[src/rtl/codo_ram.sv]
// ----------------------------------------------------------------------------
// codo_ram: generic single write port, single read port memory
// The read data is registered and holds while no read is requested.
// ----------------------------------------------------------------------------
`default_nettype none

module codo_ram #(
	parameter  int WIDTH  = 32,
	parameter  int DEPTH  = 16,
	localparam int ADDR_W = (DEPTH > 1) ? $clog2(DEPTH) : 1
) (
	input  wire logic                    clk,
	input  wire logic                    we,
	input  wire logic [ADDR_W-1:0]       waddr,
	input  wire logic [WIDTH-1:0]        wdata,
	input  wire logic                    re,
	input  wire logic [ADDR_W-1:0]       raddr,
	output      logic [WIDTH-1:0]        rdata
);

	logic [WIDTH-1:0] mem_q [DEPTH];
	logic [WIDTH-1:0] rdata_q;

	always_ff @(posedge clk) begin
		if (we) begin
			mem_q[waddr] <= wdata;
		end
		if (re) begin
			rdata_q <= mem_q[raddr];
		end
	end

	assign rdata = rdata_q;

endmodule

`default_nettype wire

[config.mk]
export PLATFORM = sky130hd
export DESIGN_NAME = codo_ram
export DESIGN_NICKNAME = d
export VERILOG_FILES = /design/src/rtl/codo_ram.sv
export SDC_FILE = /design/constraint.sdc
export NUM_CORES = 1
export LEC_CHECK = 0
export ABC_AREA = 1
export ABC_CLOCK_PERIOD_IN_PS = 4500
export BUFFER_PORTS_ARGS = -buffer_cell sky130_fd_sc_hd__buf_2
export CORE_ASPECT_RATIO = 0.7
export CORE_UTILIZATION = 45
export CTS_CLUSTER_SIZE = 12
export DETAILED_ROUTE_END_ITERATION = 6
export PLACE_DENSITY = 0.67
export SYNTH_ARGS = -nofsm -noshare
export SYNTH_HDL_FRONTEND = slang
export SYNTH_SLANG_ARGS = --single-unit
[constraint.sdc]
create_clock -name clk -period 4.5 [get_ports clk]
set_clock_uncertainty 0.05 [all_clocks]
set_input_delay 0.9 -clock clk [delete_from_list [all_inputs] [get_ports clk]]
set_output_delay 0.9 -clock clk [all_outputs]
set_load 0.005 [all_outputs]
==> impl.org <==
** Clocking
- TritonCTS sink count :: 544
- For the worst-skew pair, the clock arrives at the later sink with an insertion delay of 0.58 ns.
- TritonCTS clock tree :: done
- Clock slew at the register clock pins of the worst setup and hold paths :: 0.06 ns
- CTS buffer count :: 52
- In this run the deepest clock path goes through 3 buffers.
- CTS placed an instance of clkbuf_16 at the clock tree root.
- Hold buffers post-CTS :: 0
- After clock tree synthesis, the setup repair step added 0 buffers.
- Post-CTS repair changed the size of 0 cells.
- H-tree levels :: 2

** Synth
- Post-synthesis cell type count :: 14
- Part of the Yosys area used for sequential elements :: 0.709
- Proportion of netlist area held by the largest area contributor :: 0.709
- The average instance in the mapped netlist occupies 10.9 µm².
- Yosys printed 0 warnings.
- Library cell with the largest summed area after synthesis :: edfxtp_1
- Synthesized flop and latch total :: 544
- Combined area of all synthesized cells :: 23,100 µm²
- Yosys attributes the largest share of cell area to edfxtp_1 (71%), nand2_1 (11%), nand3_1 (8.4%).
- Synthesis produced a netlist whose cell count is 2,120.
- Mapped Nets :: 2,163

** Power
- Areal power density over the cells :: 403 nW/µm²
- Pleak :: 10.7 nW
- Maximum vdd drop :: 288 µV
- The completed layout was analyzed and its total power is 10.3 mW.

** Timing
- Setup repair after global routing missed its margin :: false
- For the pin with the worst max-slew slack, the measured transition is 1.15 ns.
- Slew Limit Fails :: 0
- Crit path time final :: 2.66 ns
- The worst pin sits at a relative slew slack of 0.233.
- Setup TNS :: 0 ns
- Of the available clock period, the critical path in the final layout requires 0.592.
- The tightest hold path in the finished design has a slack of 0.646 ns.
- Fmax :: 0.376 GHz
- Final count of negative-setup-slack endpoints :: 0
- Hold violation total from the final report :: 0

** Floorplanning
- For this configuration, the core starts out at a cell density of 0.462.
- Die Y :: 191 µm
- The floorplan has 68 rows.
- The floorplan step defined a die boundary enclosing 52,100 µm².
- From left edge to right edge, the die measures 273 µm.
- Num ports :: 75
- Core region area :: 49,900 µm²

** Hold path
- Along the worst hold path, the cell count comes to 1.
- Launch instance of the worst min-delay path :: wdata[19]
- Worst hold path type :: primary input to register
- For hold timing, the worst endpoint is mem_q[6][19]$_DFFE_PP_.

** Place
- Port Buf Inserts :: 74
- Detailed placement ended at an HPWL of 27,800 µm.
- Weighted congestion at the end of routability-driven global placement :: 0.772
- Once placement completed, the tool counted placed cells totaling 2,792.

** Worst setup path
- Worst EP required :: 4.90 ns
- Reg2Reg Depth :: 6
- The critical path is of the primary input to register type.
- CP max FO :: 60
- The worst setup path is captured at a register.
- Setup slack on the worst flop-to-flop path :: 3.29 ns
- The startpoint identified for the worst register-to-register timing path is mem_q[13][10]$_DFFE_PP_.
- Data on the critical path arrives at its endpoint at 3.07 ns.
- Worst flop-to-flop path endpoint :: rdata[10]$_DFFE_PP_
- Kind of start point of the critical path :: primary input

** Global routing
- Across every metal layer, demand over resource in global routing totals 0.211.
- Number of antenna violations at the first check in global routing :: 4
- Global-route wire length before repair :: 83,200 µm
- Overflow after GRT :: 0
- Number of global-route vias before repair :: 14,000
- Largest net degree at the start of global routing :: 89

** Layout
- Share of the core filled with cells :: 0.509
- Registers take 16,300 µm².
- In the final design database the tool counted 2,224 nets.
- From synthesis to final layout, the design area changed by 10.4%.
- After filler insertion, the fill cell instance count of the layout stands at 4,324.
- Most frequent standard cell in the layout excluding fill and tap cells :: nand2_1
- Combined area of the multi-input logic cells :: 4670 µm²
- Top library cells by usage in the layout, fill and taps aside :: nand2_1 (677), edfxtp_1 (544), inv_1 (386), nand3_1 (385), buf_2 (72)
- Final std cells w/o fill :: 2,864
- Fraction of layout instances using a drive strength above 1 :: 0.0852

** Drt
- Total wirelength of the detailed-routed design :: 54,700 µm
- Ratio of routed vias to standard cells :: 5.13
- Dividing the detail-routed wire length by the instance count gives 19.1 µm.
- In this run, the number of DRC markers left after iteration 0 of detailed routing was 1,495.
- In the routed design, unresolved DRC markers number 0.
- Pre-antenna DRT Iters :: 6
- The detailed router placed 14,700 vias in this run.
- The detail route stage leaves a number of antenna-violating nets equal to 0.

** Flow run
- Across the run, the number of max-cap violations was 0.

** Outcome
- Run status :: finished, final reports clean
Yosys cell counts, drive strengths merged:
| cell type | instances |
|---|---|
| nand2 | 677 |
| edfxtp | 544 |
| inv | 390 |
| nand3 | 385 |
| buf | 91 |
| nor2 | 17 |
| clkbuf | 14 |
| nand3b | 2 |
flip-flops by register name, summed over array words and instances (netlist names):
signal / flops
mem_q: 512
rdata: 32
routing by layer:
| layer | global-route usage | vias up | wire [µm] |
|---|---|---|---|
| li1 | - | 6981 | - |
| met1 | 0.303 | 7067 | 24200 |
| met2 | 0.339 | 564 | 25500 |
| met3 | 0.0317 | 85 | 4030 |
| met4 | 0.0514 | 2 | 1020 |
| met5 | 0 | - | 17 |
layout make-up:
| class | instances | area share |
|---|---|---|
| inverters | 390 | 0.0578 |
| flip-flops and latches | 544 | 0.642 |
| clock inverters | 6 | 0.00143 |
| multi-input cells | 1081 | 0.183 |
| diodes | 3 | 0.000295 |
| clock buffers | 63 | 0.0544 |
| repair buffers | 112 | 0.0277 |
| well taps | 665 | 0.0327 |
how the worst max path moves through the flow:
stage / slack, ns / startpoint / depth (start not counted) / endpoint
3_5_place_dp: 1.34 / raddr[1] / 7 / rdata[24]$_DFFE_PP_
5_1_grt: 1.80 / raddr[1] / 7 / rdata[22]$_DFFE_PP_
2_1_floorplan: 1.56 / waddr[2] / 2 / mem_q[10][0]$_DFFE_PP_
4_1_cts: 1.96 / raddr[1] / 7 / rdata[4]$_DFFE_PP_
6_report: 1.84 / raddr[1] / 7 / rdata[24]$_DFFE_PP_
3_3_place_gp: 1.37 / raddr[1] / 7 / rdata[19]$_DFFE_PP_
metrics by stage:
step           area (µm²)  setup WS, ns
6_report            25400          1.84
5_1_grt             25400          1.80
3_3_place_gp        24000          1.37
2_1_floorplan       23100          1.56
4_1_cts             25400          1.96
3_5_place_dp        24000          1.34
power breakdown:
part | total (mW) | switching (mW) | internal, mW
logic | 0.630 | 0.457 | 0.173
registers | 5.74 | 0.0343 | 5.71
clock network | 3.88 | 1.74 | 2.14
total | 10.3 | 2.23 | 8.02
critical path, cell delays in order:
cell and delay [ns]:
buf_4 0.38, buf_4 0.51, buf_4 0.72, nand3_1 0.18
nand3_1 0.12, nand3_1 0.09, nand2_1 0.08
kinds of logic (layout without fill, tap and decap cells):
family                 count (synthesis)  in the layout  share of synthesized area
buffers and inverters                495            571                     0.0941
AND/OR/NAND/NOR                     1081           1081                      0.197
flip-flops                           544            544                      0.709
other                                  0              3                          0
No activity file was read; power rests on OpenSTA's default activity.
