### src/rtl/codo_pkg.sv
// ----------------------------------------------------------------------------
// codo_pkg: shared types and constants of the combination odometer
// Field widths, operation codes and the XYZ triple type used by the core
// and its arithmetic unit.
// ----------------------------------------------------------------------------
`default_nettype none

package codo_pkg;

	// Width of one unsigned Q16.16 value.
	localparam int DATA_W   = 32;
	// Number of coordinates in one triple (X, Y and Z).
	localparam int LANES    = 3;
	localparam int LANE_W   = 2;

	// Fixed widths of the item fields and of the register.
	localparam int OP_W     = 2;
	localparam int CHAN_W   = 4;
	localparam int LEVEL_W  = 6;
	localparam int LIMIT_W  = 7;
	localparam int COUNT_W  = 5;

	// Operation codes.
	localparam logic [OP_W-1:0] OP_LOAD    = 2'd0;
	localparam logic [OP_W-1:0] OP_SET     = 2'd1;
	localparam logic [OP_W-1:0] OP_ADVANCE = 2'd2;

	// Value of the channel count register after reset.
	localparam logic [COUNT_W-1:0] COUNT_RESET = 5'd1;

	// Lane 0 holds X, lane 1 holds Y, lane 2 holds Z.
	typedef logic [LANES-1:0][DATA_W-1:0] xyz_t;

endpackage

`default_nettype wire

### src/rtl/codo_sat_add.sv
// ----------------------------------------------------------------------------
// codo_sat_add: unsigned saturating adder for one Q16.16 coordinate
// The sum clamps to all ones when the addition carries out.
// ----------------------------------------------------------------------------
`default_nettype none

module codo_sat_add (
	input  wire logic [codo_pkg::DATA_W-1:0] a,
	input  wire logic [codo_pkg::DATA_W-1:0] b,
	output      logic [codo_pkg::DATA_W-1:0] s
);

	logic [codo_pkg::DATA_W:0] full;

	assign full = {1'b0, a} + {1'b0, b};
	assign s    = full[codo_pkg::DATA_W] ? '1 : full[codo_pkg::DATA_W-1:0];

endmodule

`default_nettype wire

### config.mk
export PLATFORM = sky130hd
export DESIGN_NAME = codo_sat_add
export DESIGN_NICKNAME = d
export VERILOG_FILES = /design/src/rtl/codo_pkg.sv /design/src/rtl/codo_sat_add.sv
export SDC_FILE = /design/constraint.sdc
export NUM_CORES = 1
export LEC_CHECK = 0
export BUFFER_PORTS_ARGS = -buffer_cell sky130_fd_sc_hd__buf_2
export CAP_MARGIN = 20
export CORE_UTILIZATION = 29
export DETAILED_ROUTE_END_ITERATION = 8
export PLACE_DENSITY_LB_ADDON = 0.15
export SLEW_MARGIN = 5
export SYNTH_ARGS = -nofsm -noshare
export SYNTH_HDL_FRONTEND = slang
export SYNTH_SLANG_ARGS = --single-unit
### constraint.sdc
create_clock -name vclk -period 3.38
set_input_delay 0.338 -clock vclk [all_inputs]
set_output_delay 0.338 -clock vclk [all_outputs]
set_load 0.005 [all_outputs]
==> out/metrics.csv, run 1 <==
metric;value;unit
outcome;finished clean;
cts_setup_buffers;0;
critPathLaunchType;input pin;
seqCellArea;0;µm²
diodes;0;
synth_top_area_frac;0.194;
min_path_type;in2out;
fin_crit_sh;0.918;
min_period;3.10;ns
firstDrtPassIters;4;
p_clk_frac;0;
drive_gt1_frac;0.298;
initial_utilization;0.302;
crit_fanout;5;
postPlaceCellArea;2650;µm²
synthMuxAreaShare;0.0382;
maxCapViolCount;0;
dieArea;7450;µm²
grt_pass1_wl;10.4;mm
viasPerCell;5.12;
ir_worst_vdd;0.0000812;V
synth_fa_ha_area_frac;0.204;
wl_met2;2.75;mm
yosysWarnings;0;
placed_cells;496;
ys_types;51;
wl_met1;3.32;mm
vias;2541;
tightest_slew;0.448;ns
arrival;2.77;ns
nClkBuffers;0;
rsz0062_at_grt;no;
yosys-top-cells-area;ha_1 19%, a21oi_1 8.3%, nand3_1 7.8%, o21ai_0 6.1%, nor2_1 5.1%;
switching_share;0.537;
grt_max_degree;21;
topRoutingLayerUsed;met4;
die_x;86.3;µm
die_h;86.3;µm
netlist_area;2060;µm²
post-route-drc-count;0;
cts-resized-gates;0;
slew_viol_final;0;
power.switching;0.295;mW
maxSlewHeadroom;0.698;
tns;0;ns
dpl.hpwl;5.33;mm
core_area;6830;µm²
end_kind;output port;
synth-xor-area-share;0.0892;
syn_inst;311;
p_comb_frac;1.000;
met3WireLength;286;µm
seq_cell_count;0;
hold_viol_final;0;
num_io_pins;96;
yosysTopAreaCell;ha_1;
setup.worst_path.class;in2out;
seq_power_share;0;
finalWorstSetupSlack;0.276;ns
synthSimpleGateAreaFrac;0.289;
syn2layout_area_growth;28.6;%
post-place-ws;0.256;ns
p_leak;1.27;nW
internal-power;0.255;mW
synth_nets;408;
hold_buffers;0;
synth_compound_area_frac;0.329;
postRouteAntennaNets;0;
synth_seq_area_share;0;
wl_per_cell;12.9;µm
cp.required;3.04;ns
track_usage;0.165;
drt-initial-drc-count;98;
rows;30;
antenna_found_initial;0;
design_area;2650;µm²
portBuffers;96;
stdcell_count;496;
totalWireLength;6.38;mm
final_common_cell;buf_2;
overflow;0;
setup_viol;0;
layout_common_cells;96 x buf_2, 34 x a21oi_1, 32 x nand3_1, 32 x ha_1, 28 x nor2_1;
routabilityCongestion;0.858;
clock.fmax;322;MHz
p_per_area;207;nW/µm²
avgSynthCellArea;6.63;µm²
synth_top_family_by_area;compound AO/OA/AOI/OAI gates;
final_nets;499;
grt_pass1_vias;2321;
-- path summary, 6_finish.rpt --
kind	startpoint	to	cells past startpoint
worst max-delay path	a[0]	s[31]	11
worst min-delay path	b[0]	s[0]	5
-- cell type report --
type,count,area (µm²)
Fill cell,780,4180
Multi-Input combinational cell,286,1960
Timing Repair Buffer,102,526
Tap cell,96,120
Inverter,12,45.0
-- logic make-up (layout without fill, tap and decap cells) --
logic type                 count (synthesis)  after routing
and+or+nand+nor                          121            121
xor gates and xnor gates                  21             21
AOI/OAI and AO/OA                        104            104
adders and majority gates                 33             33
buffers and inverters                     25            114
muxes                                      7              7
-- cell usage after synthesis (all sizes together) (6+ instances only) --
cell	count
a21o	6
a21oi	35
xnor2	9
o211ai	10
nor2	28
buf	8
nand2	22
nor3	11
o21ai	28
nand3	32
inv	12
ha	32
xor2	12
-- power groups by stage --
stage / logic, mW / registers (mW) / clock network [mW]
floorplan: 0.365 / 0 / 0
detailed placement: 0.549 / 0 / 0
CTS: 0.553 / 0 / 0
global route: 0.617 / 0 / 0
finish: 0.550 / 0 / 0
global placement: 0.551 / 0 / 0
-- critical path, cell delays in order --
cell and delay, ns:
buf_2 0.10, ha_1 0.23, fa_1 0.40, a21oi_1 0.24
o211a_1 0.22, nor2_1 0.08, o21ai_0 0.21, and4b_1 0.36
o2111ai_1 0.16, mux2_2 0.29, buf_2 0.13
-- layer usage --
metal  vias up  track usage
met1      1128        0.242
met3         2      0.00476
met5         -            0
met4         0      0.00606
met2        67        0.283
li1       1344            -
-- metrics by stage --
step	hold WS, ns	total power [mW]	utilization
floorplan	0.877	0.365	-
global placement	1.06	0.551	0.388
detailed placement	1.06	0.549	0.388
CTS	1.06	0.553	0.388
global route	1.11	0.617	0.388
finish	1.06	0.550	0.388
No activity file was read; power rests on OpenSTA's default activity.
==> inputs of run 2 (changes only) <==
Settings changed: BUFFER_PORTS_ARGS -buffer_cell sky130_fd_sc_hd__buf_2 to -buffer_cell sky130_fd_sc_hd__buf_4.
==> run 2 against run 1 <==
Compared with the run above:
- non-clock buffer count did not move
- worst hold slack improved by 0.0072 ns
- highest routed layer unchanged
- critical endpoint is now s[26]
- combinational power rose by 11%
- wire length up 2.0%
- cell area increased by 9.1%
- sequential cell count is the same
- critical path depth unchanged
- first-iteration DRC count grew 26%
- core utilization rose by 3.5 points
- via count up 1.6%
- largest cell class unchanged
- final cell count stayed put
==> out/metrics.csv, run 2 (synthesis results as in run 1) <==
metric;value;unit;change
track_usage;0.169;;+0.00361
die_x;86.3;µm;unchanged
maxSlewHeadroom;0.698;;about the same
vias;2582;;+1.6%
final_common_cell;buf_4;;
rsz0062_at_grt;no;;
diodes;0;;unchanged
p_leak;1.37;nW;+7.6%
die_h;86.3;µm;unchanged
hold_buffers;0;;unchanged
maxCapViolCount;0;;unchanged
critPathLaunchType;input pin;;
min_path_type;in2out;;
total_power;0.611;mW;+11%
min_period;3.14;ns;+0.0322 ns
overflow;0;;unchanged
dpl.hpwl;5.49;mm;+3.2%
num_io_pins;96;;unchanged
end_kind;output port;;
grt_pass1_vias;2439;;+5.1%
totalWireLength;6.50;mm;+2.0%
seqCellArea;0;µm²;unchanged
arrival;2.80;ns;+0.03 ns
nClkBuffers;0;;unchanged
tns;0;ns;unchanged
switching_share;0.491;;-0.0455
firstDrtPassIters;5;;+1
final_nets;499;;unchanged
ir_worst_vdd;0.0000958;V;+18%
final_core_util;0.423;;+0.0352
cts-resized-gates;0;;unchanged
dieArea;7450;µm²;unchanged
core_area;6830;µm²;unchanged
postRouteAntennaNets;0;;unchanged
outcome;finished clean;;
wl_per_cell;13.1;µm;+2.0%
power.switching;0.300;mW;+1.7%
initial_utilization;0.302;;unchanged
routabilityCongestion;0.869;;+1.4%
portBuffers;96;;unchanged
layout_common_cells;102 x buf_4, 34 x a21oi_1, 32 x nand3_1, 32 x ha_1, 28 x nor2_1;;
hold_viol_final;0;;unchanged
p_per_area;211;nW/µm²;+1.9%
fin_crit_sh;0.928;;+0.00952
cp.required;3.04;ns;about the same
antenna_found_initial;0;;unchanged
internal-power;0.311;mW;+22%
viasPerCell;5.21;;+1.6%
drt-initial-drc-count;123;;+26%
setup_viol;0;;unchanged
crit_fanout;5;;unchanged
tightest_slew;0.449;ns;+0.000929 ns
p_clk_frac;0;;unchanged
p_comb_frac;1.000;;about the same
post-route-drc-count;0;;unchanged
syn2layout_area_growth;40.3;%;
slew_viol_final;0;;unchanged
grt_max_degree;24;;+14%
drive_gt1_frac;0.298;;unchanged
seq_cell_count;0;;unchanged
rows;30;;unchanged
cts_setup_buffers;0;;unchanged
clock.fmax;319;MHz;-1.0%
setup.worst_path.class;in2out;;
seq_power_share;0;;unchanged
hold_ws;1.07;ns;+0.00720 ns
grt_pass1_wl;10.7;mm;+3.2%
## run 2: layout make-up
class              count  area [µm²]
fillers              751        3940
multi-input cells    286        1960
repair buffers       102         766
well taps             96         120
inverters             12        45.0
## run 2: final timing paths
| kind | start | end | slack (ns) | cells past startpoint |
|---|---|---|---|---|
| setup / recovery | a[0] | s[26] | 0.24 | 11 |
| hold / removal | b[0] | s[0] | 1.07 | 5 |
## run 2: routing by layer
layer / routed length, µm / part of all wire / GRT usage
met5: 0 / 0 / 0
met1: 3170 / 0.49 / 0.249
met4: 14 / 0.0022 / 0.00455
met3: 406 / 0.062 / 0.00190
met2: 2910 / 0.45 / 0.290
## run 2: power groups by stage
stage	clock [mW]	combinational (mW)	sequential, mW
floorplan	0	0.365	0
global placement	0	0.611	0
detailed placement	0	0.611	0
CTS	0	0.614	0
global route	0	0.675	0
finish	0	0.611	0
## run 2: critical path, stage by stage
cell and delay [ns]:
buf_4 0.11, ha_1 0.23, fa_1 0.41, a21oi_1 0.24, o211a_1 0.21, nor2_1 0.07, o21ai_0 0.20, and4b_1 0.37
mux2i_1 0.12, o311ai_1 0.34, buf_4 0.17
## run 2: stage by stage
stage | area [µm²] | cells | worst slack (ns)
after global placement | 2890 | 496 | 0.285
after detailed placement | 2890 | 496 | 0.226
after floorplan | 2060 | 311 | 0.746
after global routing | 2890 | 496 | 0.0395
final | 2890 | 496 | 0.243
after CTS | 2890 | 496 | 0.213
==> inputs of run 3 (changes only) <==
Clock period 3.38 ns to 2.7 ns, I/O delays scaled along.
==> run 3 against run 2 <==
Compared with the run above:
- core utilization up 11 points
- sequential share of layout area is the same
- non-clock buffer count grew 51
- sequential cell count did not move
- total power up 61%
- combinational power rose by 61%
- die area is the same
- via count increased by 9.8%
- global-route usage grew 1.4 points
- critical path depth stayed put
==> out/metrics.csv, run 3 (synthesis results as in run 1) <==
metric;value;unit;change
outcome;finished clean;;
fin_crit_sh;0.997;;
p_leak;1.66;nW;+22%
drt-initial-drc-count;114;;-7.3%
diodes;0;;unchanged
totalWireLength;7.63;mm;+17%
slew_viol_final;0;;unchanged
grt_max_degree;18;;-25%
antenna_found_initial;0;;unchanged
final_common_cell;buf_4;;
min_period;2.69;ns;
setup.worst_path.class;in2out;;
clock.fmax;372;MHz;
post-route-drc-count;0;;unchanged
min_path_type;in2out;;
portBuffers;96;;unchanged
min_from;b[0];;
initial_utilization;0.302;;unchanged
post-place-ws;-0.256;ns;-0.482 ns
final_nets;550;;+10%
viasPerCell;5.18;;-0.47%
hold_buffers;0;;unchanged
arrival;2.42;ns;-0.38 ns
design_area;3640;µm²;+26%
grt_pass1_wl;11.5;mm;+7.1%
hold_viol_final;0;;unchanged
core_area;6830;µm²;unchanged
syn2layout_area_growth;76.3;%;
critPathMaxStageDelay;0.38;ns;-0.03 ns
num_io_pins;96;;unchanged
end_kind;output port;;
firstDrtPassIters;4;;-1
maxCapViolCount;0;;unchanged
seq_cell_count;0;;unchanged
maxSlewHeadroom;0.666;;-0.0324
finalWorstSetupSlack;0.00907;ns;-0.234 ns
dpl.hpwl;5.95;mm;+8.2%
rows;30;;unchanged
seqCellArea;0;µm²;unchanged
drive_gt1_frac;0.477;;+0.179
overflow;0;;unchanged
track_usage;0.183;;+0.0142
tns;0;ns;unchanged
tightest_slew;0.501;ns;+0.0521 ns
crit_chain;buf_6 -> ha_4 -> fa_2 -> a21oi_4 -> o211a_1 -> nor2_4 -> o21ai_2 -> and4b_2 -> o2111ai_1 -> mux2_4 -> buf_4;;
layout_common_cells;139 x buf_4, 30 x nand3_1, 28 x a21oi_1, 26 x nor2_1, 20 x nand2_1;;
critPathSlowestCell;fa_2;;
critPathLaunchType;input pin;;
rsz0062_at_grt;yes;;
crit_fanout;4;;-1
postRouteAntennaNets;0;;unchanged
die_h;86.3;µm;unchanged
ir_worst_vdd;0.000111;V;+16%
die_x;86.3;µm;unchanged
postPlaceCellArea;3230;µm²;+12%
wl_per_cell;13.9;µm;+6.4%
p_per_area;270;nW/µm²;+28%
grt_pass1_vias;2630;;+7.8%
min_path_cells;5;;unchanged
cp.required;2.43;ns;-0.61 ns
startpoint;a[0];;
routabilityCongestion;0.939;;+8.0%
dieArea;7450;µm²;unchanged
nClkBuffers;0;;unchanged
vias;2834;;+9.8%
setup_viol;0;;unchanged
-- run 3: cell types whose count changed in the layout (fill, tap and decap cells not counted), sizes merged --
cell	before	now
buf	102	153
-- run 3: area by class of cell --
| cell class | count | area, µm² |
|---|---|---|
| Tap cell | 96 | 120 |
| Timing Repair Buffer | 153 | 1200 |
| Inverter | 12 | 45.0 |
| Multi-Input combinational cell | 286 | 2270 |
| Fill cell | 683 | 3200 |
-- run 3: through the flow --
stage / power, mW / hold slack [ns] / util / instances
2_1_floorplan: 0.458 / 0.741 / - / 311
5_1_grt: 1.07 / 0.962 / 0.532 / 547
6_report: 0.982 / 0.919 / 0.532 / 547
4_1_cts: 0.907 / 0.928 / 0.498 / 543
3_5_place_dp: 0.858 / 0.928 / 0.473 / 541
3_3_place_gp: 0.855 / 0.926 / 0.473 / 541
-- run 3: what timing repair did --
action / 4_1_cts / 5_1_grt
setup buffers: 2 / 2
pin swaps: 13 / 17
setup endpoints to repair: 32 / 32
gates resized for setup: 30 / 50
cloned: 0 / 2
-- run 3: report_power, final --
group          leakage [nW]  switching [mW]  internal [mW]  total [mW]
combinational          1.66           0.451          0.531       0.982
sequential                0               0              0           0
clock                     0               0              0           0
total                  1.66           0.451          0.531       0.982
-- run 3: critical path: cells and delay by family --
kind            cells  cell delay (ns)
simple gates        2             0.40
fa+ha+maj           2             0.54
buf+inv             2             0.24
mux                 1             0.30
compound gates      4             0.68
-- run 3: final timing paths --
check               end  slack, ns
hold / removal     s[0]       0.92
setup / recovery  s[31]      0.009
-- run 3: routing by layer --
| metal | vias to the layer above | global-route usage | part of all wire | wire length, µm |
|---|---|---|---|---|
| li1 | 1442 | - | - | - |
| met1 | 1292 | 0.253 | 0.45 | 3440 |
| met2 | 92 | 0.324 | 0.48 | 3630 |
| met3 | 8 | 0.0114 | 0.063 | 478 |
| met4 | 0 | 0.0136 | 0.010 | 80 |
| met5 | - | 0 | 0 | 0 |
